--- config.mk ---
export PLATFORM = sky130hd
export DESIGN_NAME = gnad_ctrl
export DESIGN_NICKNAME = d
export VERILOG_FILES = /design/src/rtl/core/gnad_pkg.sv /design/src/rtl/core/gnad_ctrl.sv
export SDC_FILE = /design/constraint.sdc
export NUM_CORES = 1
export LEC_CHECK = 0
export CELL_PAD_IN_SITES_DETAIL_PLACEMENT = 1
export CELL_PAD_IN_SITES_GLOBAL_PLACEMENT = 1
export CORE_AREA = 3 3 40 42
export DETAILED_ROUTE_END_ITERATION = 6
export DIE_AREA = 0 0 43 45
export DONT_BUFFER_PORTS = 1
export GPL_ROUTABILITY_DRIVEN = 0
export GPL_TIMING_DRIVEN = 0
export PLACE_DENSITY_LB_ADDON = 0.1
export SLEW_MARGIN = 20
export SYNTH_ARGS = -nofsm -noshare
export SYNTH_HDL_FRONTEND = slang
export SYNTH_SLANG_ARGS = --single-unit
--- constraint.sdc ---
create_clock -name clk -period 1.48 [get_ports clk]
set_input_delay 0.296 -clock clk [delete_from_list [all_inputs] [get_ports clk]]
set_output_delay 0.296 -clock clk [all_outputs]
set_load 0.005 [all_outputs]
--- src/rtl/core/gnad_pkg.sv ---
// Shared types and constants for the grouped nearest-anchor distance block.
package gnad_pkg;

	localparam logic [1:0] ACT_CLEAR = 2'd0;
	localparam logic [1:0] ACT_LOAD  = 2'd1;
	localparam logic [1:0] ACT_QUERY = 2'd2;

	typedef struct packed {
		logic [1:0]         action;
		logic [15:0]        group;
		logic signed [31:0] value;
	} req_t;

	typedef struct packed {
		logic [31:0] up_distance;
		logic        up_found;
		logic [31:0] down_distance;
		logic        down_found;
	} rsp_t;

	typedef struct packed {
		logic [15:0]        group;
		logic signed [31:0] value;
	} anchor_t;

	typedef struct packed {
		logic clear;
		logic load;
		logic query_start;
		logic scan_step;
		logic emit;
	} cmd_t;

	typedef struct packed {
		logic count_zero;
		logic scan_last;
		logic out_free;
	} status_t;

endpackage

--- src/rtl/core/gnad_ctrl.sv ---
// Controller state machine: request intake, anchor scan sequencing, result hand-off.
module gnad_ctrl import gnad_pkg::*; (
	input  logic       clk,
	input  logic       arst_n,
	input  logic       req_valid,
	input  logic [1:0] req_action,
	output logic       req_ready,
	input  status_t    st,
	output cmd_t       cmd
);

	localparam logic [1:0] S_IDLE  = 2'd0;
	localparam logic [1:0] S_SCAN  = 2'd1;
	localparam logic [1:0] S_DRAIN = 2'd2;
	localparam logic [1:0] S_DONE  = 2'd3;

	logic [1:0] state_q;
	logic [1:0] state_d;
	logic       accept;

	assign req_ready = (state_q == S_IDLE);
	assign accept    = req_valid && req_ready;

	always_comb begin
		state_d         = state_q;
		cmd             = '0;
		case (state_q)
			S_IDLE: begin
				if (accept) begin
					case (req_action)
						ACT_CLEAR: cmd.clear = 1'b1;
						ACT_LOAD:  cmd.load  = 1'b1;
						ACT_QUERY: begin
							cmd.query_start = 1'b1;
							state_d = st.count_zero ? S_DONE : S_SCAN;
						end
						default: ;
					endcase
				end
			end
			S_SCAN: begin
				cmd.scan_step = 1'b1;
				if (st.scan_last) begin
					state_d = S_DRAIN;
				end
			end
			S_DRAIN: state_d = S_DONE;
			S_DONE: begin
				if (st.out_free) begin
					cmd.emit = 1'b1;
					state_d  = S_IDLE;
				end
			end
			default: state_d = S_IDLE;
		endcase
	end

	always_ff @(posedge clk or negedge arst_n) begin
		if (!arst_n) begin
			state_q <= S_IDLE;
		end else begin
			state_q <= state_d;
		end
	end

endmodule

==> key figures <==
Placement
  • PortBufs: 0
  • Worst slack at placement: -0.161 ns
  • Dpl cell area: between 200 and 300 sq um

Floorplanning
  • Number of I/O pins: 14
  • Initial core utilization: about a fifth
  • Die Wd: approximately 43 um
  • Core box area: ~1300 sq um
  • DIE HEIGHT: 45 um
  • Die area: 1940 sq um
  • Cell Rows: 13

Run status
  • Run status: complete, but fails checks
  • Violated checks: negative setup slack

Critical path
  • Kind of critical path: reg -> out
  • Slowest-stage cell, CP: dfrtp_1
  • Critical Path Source: state_q[0]
  • Reg2Reg Depth: 5
  • CP Data Arrival Time: ~1.2 ns
  • Worst Path Required: 1.18 ns
  • Type of origin of the critical path: flip-flop
  • CP max FO: 3
  • Crit path cell chain: inv_2 -> ha_2 -> nand3_4 -> nor3_1
  • CP peak stage delay: a little under 0.4 ns
  • R2r setup slk: 0 ns
  • Worst setup EP type: output pin
  • Worst reg2reg path startpoint: state_q[0]
  • RR Endpoint: state_q[0]

Power and ir drop
  • Logic pwr share: about 72%
  • Worst VDD drop: about 0.89 mV
  • Sw Ratio: between 30 and 40%
  • Seq pwr share: about an eighth
  • Switch Pwr: roughly 330 uW
  • Leak Pwr: between 0.00015 and 0.0002 uW
  • Power Density: 2070 nW/um^2
  • Clock Power Share: 14.5%
  • Internal power: around 510 uW
  • Power, Total: between 800 and 900 uW

Layout
  • Commonest non-fill, non-tap cells in the layout: 4 x buf_4, 3 x clkbuf_4
  • Commonest non-fill, non-tap cell in the layout: buf_4
  • # fillers: 145
  • Biggest regs: state_q (2)
  • Ant. Diodes: 0
  • Max reg flops: 2
  • Fraction of layout cells with a size suffix above 1: approximately two thirds
  • Most flops, register: state_q
  • Final non-filler cell area: 405 sq um
  • Area delta synth->final: 62.0%
  • Nets@finish: 48

Route
  • Routed met1 length: roughly 230 um
  • WL met2: between 300 and 400 um
  • Uppermost layer routed: met4
  • 1st-pass router iterations: 4
  • DRC viols: 0
  • Total number of vias: roughly 230
  • 1st-iter DRT viols: 1
  • Via density: just under 5
  • Met3 WL: ~48 um
  • Routed len/inst: 12.9 um
  • Routed wire length: around 620 um
  • Routed Antenna Nets: 0

Synthesis
  • Post-synthesis sequential area ratio: 20.0%
  • Post-synth top area share: 25.0%
  • Ys Warns: 0
  • Synth Cell Area: ~250 sq um
  • Biggest area consumer among synthesized cells: ha_1
  • Post-Syn Instances: 25
  • Synth area leaders: ha_1 25%, dfrtp_1 20%, a2111oi_4 11%
  • Syn avg cell area: roughly 10 sq um
  • Syn nets: 38
  • Netlist cell types: 15
  • #FFs+latches synth: 2

Clock network
  • Clk slew on worst S/H paths: around 0.03 ns
  • CTS Buffer Depth: 2
  • # clock sinks: 2
  • H-Tree Level Count: 1
  • TritonCTS clock tree: built
  • CTS root buffer: clkbuf_4
  • Later-pin clock latency in the skew report: 0.22 ns
  • CTS buffer count: 3

Global routing
  • Antenna violations before repair: 0
  • GR Overflow Total: 0
  • Largest net degree at the start of global routing: 7
  • Vias in the first global route: between 200 and 300
  • Tot GR Track Use: a little over 8%
  • First-pass GRT wire length: between 1 and 1.5 mm

Timing
  • Final worst path period share: 102%
  • Slew headroom: 78.2%
  • RSZ-0062 raised after global routing: yes
  • Count of pins over their slew limit: 0
  • TNS Setup: -0.0388 ns
  • Min Tclk post-route: ~1.5 ns
  • Worst setup margin: -0.0243 ns
  • Final hold vios: 0
  • Actual slew at the worst max-slew pin: 0.328 ns
  • Fmax: ~0.66 GHz
  • Final Setup Violations: 3
  • Worst Clk Skew: between 0.001 and 0.0015 ns

Hold path
  • Hold Crit Class: in -> async

Run
  • Maxcap violations: 0
==> worst max-delay path: cells and delay by family, from the launching register on <==
kind                     cells  cell delay [ns]
adder cells (fa/ha/maj)      1             0.21
buffers and inverters        1             0.10
flip-flops                   1             0.39
AND/OR/NAND/NOR              2             0.28
==> area by class of cell <==
type	instances	area [sq um]	share of cell area, %
Multi-Input combinational cell	21	267	65.7
Sequential cell	2	50.0	12.3
Timing Repair Buffer	5	40.0	9.88
Clock buffer	3	22.5	5.56
Tap cell	15	18.8	4.63
Inverter	2	7.51	1.85
==> power groups by stage <==
stage	Combinational, uW	Sequential (uW)	Clock (uW)
2_1_floorplan	297	111	0
3_3_place_gp	354	119	0
3_5_place_dp	356	122	0
4_1_cts	534	114	132
5_1_grt	681	117	146
6_report	606	111	122
==> cell families (layout without fill, tap and decap cells) <==
logic type,count (synthesis),after routing,share of synthesized area [%]
compound gates,4,4,20.5
fa+ha+maj,5,5,25.0
buf+inv,2,10,3.00
flops,2,2,20.0
simple gates,12,12,31.5
==> worst max path at each step <==
| stage | endpoint | slack [ns] | depth (start not counted) |
|---|---|---|---|
| final | cmd[4] | -0.02 | 4 |
| after global routing | cmd[3] | -0.12 | 4 |
| after CTS | cmd[3] | -0.05 | 4 |
| after detailed placement | cmd[3] | -0.16 | 4 |
| after global placement | cmd[3] | -0.15 | 4 |
| after floorplan | cmd[3] | 0.02 | 4 |
==> Yosys cell counts (all sizes together) <==
master,count
ha,5
a2bb2oi,2
dfrtp,2
inv,2
nand2b,2
nor2,2
nor2b,2
nor3,2
a2111oi,1
and2,1
and2b,1
nand3,1
nor3b,1
o22ai,1
==> stage by stage <==
step,hold slack [ns],util (%),std cells
2_1_floorplan,0.000409,-,25
3_3_place_gp,0.000471,20.9,40
3_5_place_dp,0.000476,20.9,40
4_1_cts,0.290,28.1,46
5_1_grt,0.282,31.5,48
6_report,0.301,31.5,48
==> metal layers <==
layer  GRT usage, %  up-vias
met1           8.19      114
li1               -      106
met5              0        -
met4           9.04        0
met3           3.19        2
met2           12.6       11
==> what timing repair did <==
action / in CTS / in global routing
buffers inserted: 2 / 2
setup endpoints to repair: 5 / 6
hold endpoints to repair: 2 / 0
gates resized for setup: 10 / 7
pin swaps: 2 / 2
cloned: 0 / 0
hold buffers: 1 / 0
No activity file was read; power rests on OpenSTA's default activity.
